**src/hw/rtl/bpr_ram.sv**
```systemverilog
// Generic simple dual-port RAM with one write port and a registered read port.
module bpr_ram #(
    parameter int WIDTH = 8,
    parameter int DEPTH = 256
) (
    input  logic                     clk,
    input  logic                     we,
    input  logic [$clog2(DEPTH)-1:0] waddr,
    input  logic [WIDTH-1:0]         wdata,
    input  logic [$clog2(DEPTH)-1:0] raddr,
    output logic [WIDTH-1:0]         rdata
);

    logic [WIDTH-1:0] mem [DEPTH];

    always_ff @(posedge clk)
    begin
        if (we)
        begin
            mem[waddr] <= wdata;
        end
        rdata <= mem[raddr];
    end

endmodule

```
**config.mk**
```make
export PLATFORM = sky130hd
export DESIGN_NAME = bpr_ram
export DESIGN_NICKNAME = d
export VERILOG_FILES = /design/src/hw/rtl/bpr_ram.sv
export SDC_FILE = /design/constraint.sdc
export NUM_CORES = 2
export LEC_CHECK = 0
export BUFFER_PORTS_ARGS = -buffer_cell sky130_fd_sc_hd__buf_2
export CAP_MARGIN = 0
export CELL_PAD_IN_SITES_DETAIL_PLACEMENT = 1
export CELL_PAD_IN_SITES_GLOBAL_PLACEMENT = 2
export CORE_MARGIN = 1.5
export CORE_UTILIZATION = 51
export CTS_CLUSTER_DIAMETER = 150
export DETAILED_ROUTE_END_ITERATION = 6
export HOLD_SLACK_MARGIN = 0.1
export PLACE_DENSITY_LB_ADDON = 0.1
export SKIP_LAST_GASP = 1
export SYNTH_ARGS = -nofsm -noshare
export SYNTH_HDL_FRONTEND = slang
export SYNTH_SLANG_ARGS = --single-unit
```
**constraint.sdc**
```tcl
create_clock -name clk -period 2.6 [get_ports clk]
set_input_delay 0.26 -clock clk [delete_from_list [all_inputs] [get_ports clk]]
set_output_delay 0.26 -clock clk [all_outputs]
set_load 0.02 [all_outputs]
```
==> Implementation_results.wiki <==
{| class="wikitable"
! Metric !! Value
|-
| Mean Syn Cell Area || 21.3 µm²
|-
| Fraction of synthesis flops using an asynchronous set or reset pin || 0%
|-
| Area of combinational cells with multiple inputs || 16500 µm²
|-
| Global-route usage over all layers || 28.5%
|-
| Fin crit share || 98.2%
|-
| Total DRC errors in the routed layout || 0
|-
| Number of failing hold endpoints at the final stage || 0
|-
| Starting utilization of the core area || 51.5%
|-
| Critical path peak fanout || 1
|-
| TritonCTS clock tree || built
|-
| Hold Crit Start || wdata[3]
|-
| Main area contributors after synthesis || sky130_fd_sc_hd__edfxtp_1 77%, sky130_fd_sc_hd__mux4_2 13%, sky130_fd_sc_hd__mux2i_1 1.7%
|-
| DIE WIDTH || 398 µm
|-
| FF+latch count, synth || 2056
|-
| Sequence of cells on the critical path || mux4_2 -> a22o_1 -> a221oi_1 -> buf_4 -> o32ai_1 -> nor3_2 -> buf_4 -> nor4_1
|-
| Number of setup violations in the final report || 0
|-
| Crit Path Category || flop to flop
|-
| Most used flip-flop cell after synthesis || sky130_fd_sc_hd__edfxtp_1
|-
| Number of nets in the finished design || 4427
|-
| Crit end category || flop
|-
| GRT Residual Overflow || 0
|-
| Post-place setup slack || -0.990 ns
|-
| Yosys warning count || 0
|-
| Port bufs || 33
|-
| Leading cell types in the layout, fill and taps excluded || 2048 x sky130_fd_sc_hd__edfxtp_1, 565 x sky130_fd_sc_hd__buf_4, 454 x sky130_fd_sc_hd__mux4_2
|-
| Met2 Routed Length || 107 mm
|-
| Slowest cell delay on critical path || 0.50 ns
|-
| Area of the core region || 154000 µm²
|-
| Routed via count || 41300
|-
| Global placement routability congestion || 0.878
|-
| Relative contribution of combinational cells to total power || 5.6%
|-
| First-pass GRT wire length || 318 mm
|-
| Hold Worst Slack || 0.134 ns
|-
| Via density per instance || 6.23
|-
| Area growth from synthesis to layout || 18.3%
|-
| I/O pin count || 34
|-
| Most common cell after layout, fill and taps aside || sky130_fd_sc_hd__edfxtp_1
|-
| # placed instances || 6232
|-
| Leakage power || 30.6 nW
|-
| Die extent in y || 398 µm
|-
| Proportion of layout cells with a drive suffix above 1 || 32.2%
|-
| Total wirelength of the detailed-routed design || 222 mm
|-
| Sequential share of the synthesized area || 77.5%
|-
| Finished layout cell area || 94100 µm²
|-
| Clock skew || 0.0302 ns
|-
| Placed Area || 87000 µm²
|-
| Buffer cell driving the clock tree root || sky130_fd_sc_hd__clkbuf_16
|-
| Detail Route met3 WL || 20.3 mm
|-
| Maximum Capacitance Violations || 0
|-
| Number of synthesized flops with an enable pin || 2048
|-
| Slack of the critical path || 0.0460 ns
|-
| Power density over the cells || 755 nW/µm²
|-
| Clock slew seen by the registers of the worst setup and hold paths || 0.06 ns
|-
| Finished Layout Cells || 6623
|-
| Run status || completed
|-
| Shortest clock period the worst path allows after layout || 2.55 ns
|-
| Crit path buffers/inverters || 2
|-
| Routed metal-1 wirelength || 88.3 mm
|-
| DRC violation total after the first TritonRoute iteration || 4764
|-
| Max-slew violation total from the final report || 0
|-
| Die Footprint || 158000 µm²
|-
| Maximum clock rate || 392 MHz
|-
| Final core utilization || 60.9%
|-
| Sinks on the clock net || 2056
|-
| Via count of the first global-routing pass || 43300
|-
| Worst Tran Pin Value || 1.09 ns
|-
| Clock group share of total power || 42.9%
|-
| Detailed placement HPWL || 145 mm
|-
| Cell with the largest stage delay on the worst path || sky130_fd_sc_hd__mux4_2
|-
| Setup total negative slack || 0 ns
|-
| Launch point of the worst reg-to-reg path || mem[83][3]$_DFFE_PP_
|-
| Average wire per standard cell || 33.5 µm
|-
| Post CTS Setup Buffer Count || 0
|-
| Antenna violations before repair || 24
|-
| Synthesized netlist net count || 3759
|-
| Proportion of power drawn by flip-flops and latches || 51.5%
|-
| Class of the most critical hold timing path || input port to flop
|-
| Setup repair after global routing missed its margin || no
|-
| Most Frequent Cell on Critical Path || sky130_fd_sc_hd__buf_4
|-
| Critical path arrival || 3.24 ns
|-
| FF/Latch Area || 61700 µm²
|-
| DR pass1 iterations || 5
|-
| # rows || 144
|-
| Required time at the worst-slack endpoint || 3.29 ns
|-
| Largest delay share family, worst path || compound AO/OA/AOI/OAI gates
|-
| Pin count of the biggest net entering global routing || 112
|-
| CP startpoint || mem[83][3]$_DFFE_PP_
|-
| Internal power contribution || 56.2 mW
|-
| Net Sw Frac || 21.0%
|-
| Remaining antenna violation count after routing || 0
|-
| Post-synthesis cell type count || 55
|-
| Total net switching power || 14.9 mW
|-
| Skew-Pair Late Insertion Delay || 0.83 ns
|-
| Clock buffer depth || 3
|-
| Total of fill cells in the finished design || 12700
|-
| Max-slew headroom at the worst pin || 27.6%
|-
| Share of the synthesized area in the top cell type || 77.3%
|-
| Highest routed layer || met5
|-
| Synth area leader || sky130_fd_sc_hd__edfxtp_1
|-
| Cts bufs inserted || 205
|-
| Syn Std Cell Area || 79600 µm²
|-
| Worst supply voltage drop on vdd || 0.603 mV
|-
| Post-layout total power || 71.1 mW
|-
| Gate Count Post-Synth || 3733
|-
| H-tree lvl count || 4
|-
| Startpoint type of the worst setup path || flop
|}
==> cell usage after synthesis (5+ instances only) <==
cell type,instances
sky130_fd_sc_hd__buf_4,27
sky130_fd_sc_hd__nand2b_1,8
sky130_fd_sc_hd__a21oi_1,96
sky130_fd_sc_hd__nand3_1,34
sky130_fd_sc_hd__o221ai_1,46
sky130_fd_sc_hd__nor3_1,22
sky130_fd_sc_hd__buf_2,31
sky130_fd_sc_hd__edfxtp_1,2048
sky130_fd_sc_hd__dfxtp_1,8
sky130_fd_sc_hd__o22a_1,5
sky130_fd_sc_hd__nor2_1,282
sky130_fd_sc_hd__o22ai_1,28
sky130_fd_sc_hd__a221oi_1,13
sky130_fd_sc_hd__o21ai_0,10
sky130_fd_sc_hd__a22oi_1,133
sky130_fd_sc_hd__and2_1,6
sky130_fd_sc_hd__nand2_1,33
sky130_fd_sc_hd__nand4_1,10
sky130_fd_sc_hd__a22o_1,8
sky130_fd_sc_hd__clkbuf_1,111
sky130_fd_sc_hd__nor4_1,24
sky130_fd_sc_hd__o211ai_1,10
sky130_fd_sc_hd__buf_1,22
sky130_fd_sc_hd__mux4_2,454
sky130_fd_sc_hd__nor2b_1,31
sky130_fd_sc_hd__buf_6,21
sky130_fd_sc_hd__buf_12,8
sky130_fd_sc_hd__buf_8,13
sky130_fd_sc_hd__a211oi_1,16
sky130_fd_sc_hd__mux2i_1,134
==> timing repair <==
action	CTS	global route
gates cloned	0	0
endpoints found under the setup margin	4	4
gates resized for setup	5	4
pin swaps	0	0
hold buffers	6	0
endpoints found under the hold margin	484	0
==> worst reg2reg max path, stage by stage (launching register included) <==
cell,delay [ns]
sky130_fd_sc_hd__edfxtp_1,0.36
sky130_fd_sc_hd__mux4_2,0.50
sky130_fd_sc_hd__a22o_1,0.28
sky130_fd_sc_hd__a221oi_1,0.30
sky130_fd_sc_hd__buf_4,0.24
sky130_fd_sc_hd__o32ai_1,0.15
sky130_fd_sc_hd__nor3_2,0.32
sky130_fd_sc_hd__buf_4,0.20
sky130_fd_sc_hd__nor4_1,0.07
==> power by group through the flow <==
stage          clock network, mW  registers [mW]  logic [mW]
2_1_floorplan                  0            37.3        1.77
3_3_place_gp                   0            37.3        3.83
3_5_place_dp                   0            37.3        3.93
4_1_cts                     31.0            36.6        3.96
5_1_grt                     32.0            36.6        4.14
6_report                    30.5            36.6        3.95
==> flip-flops by register name (all words and copies together) (netlist names) <==
| signal | count |
|---|---|
| mem | 2048 |
| rdata | 8 |
==> kinds of logic (layout without fill, tap and decap cells) <==
group / Yosys count / in the layout / share of synthesized area [%]
buf+inv: 235 / 1076 / 1.83
simple gates: 466 / 466 / 2.63
flops: 2056 / 2056 / 77.5
other cells: 0 / 5 / 0
mux: 591 / 591 / 14.6
compound gates: 385 / 385 / 3.42
==> worst paths after layout <==
kind	cells after the start	endpoint	slack (ns)
worst min register to register	5	rdata[1]$_DFF_P_	1.11
worst max-delay path	8	rdata[3]$_DFF_P_	0.05
worst min-delay path	1	mem[175][3]$_DFFE_PP_	0.13
worst max register to register	8	rdata[3]$_DFF_P_	0.05
==> routing by layer <==
layer | vias up | global-route usage (%)
met2 | 1857 | 45.1
li1 | 17100 | -
met1 | 22000 | 40.0
met5 | - | 0
met4 | 8 | 8.16
met3 | 332 | 6.46
==> layout make-up <==
class,count,share of cell area (%)
antenna,5,0.0133
clock buffer,246,5.76
clock inverter,134,1.63
inverter,2,0.00798
multi-input combinational,1442,17.6
sequential,2056,65.5
tap,2044,2.72
timing repair buffer,694,6.77
Note: power is estimated with default switching activity, not from simulation.
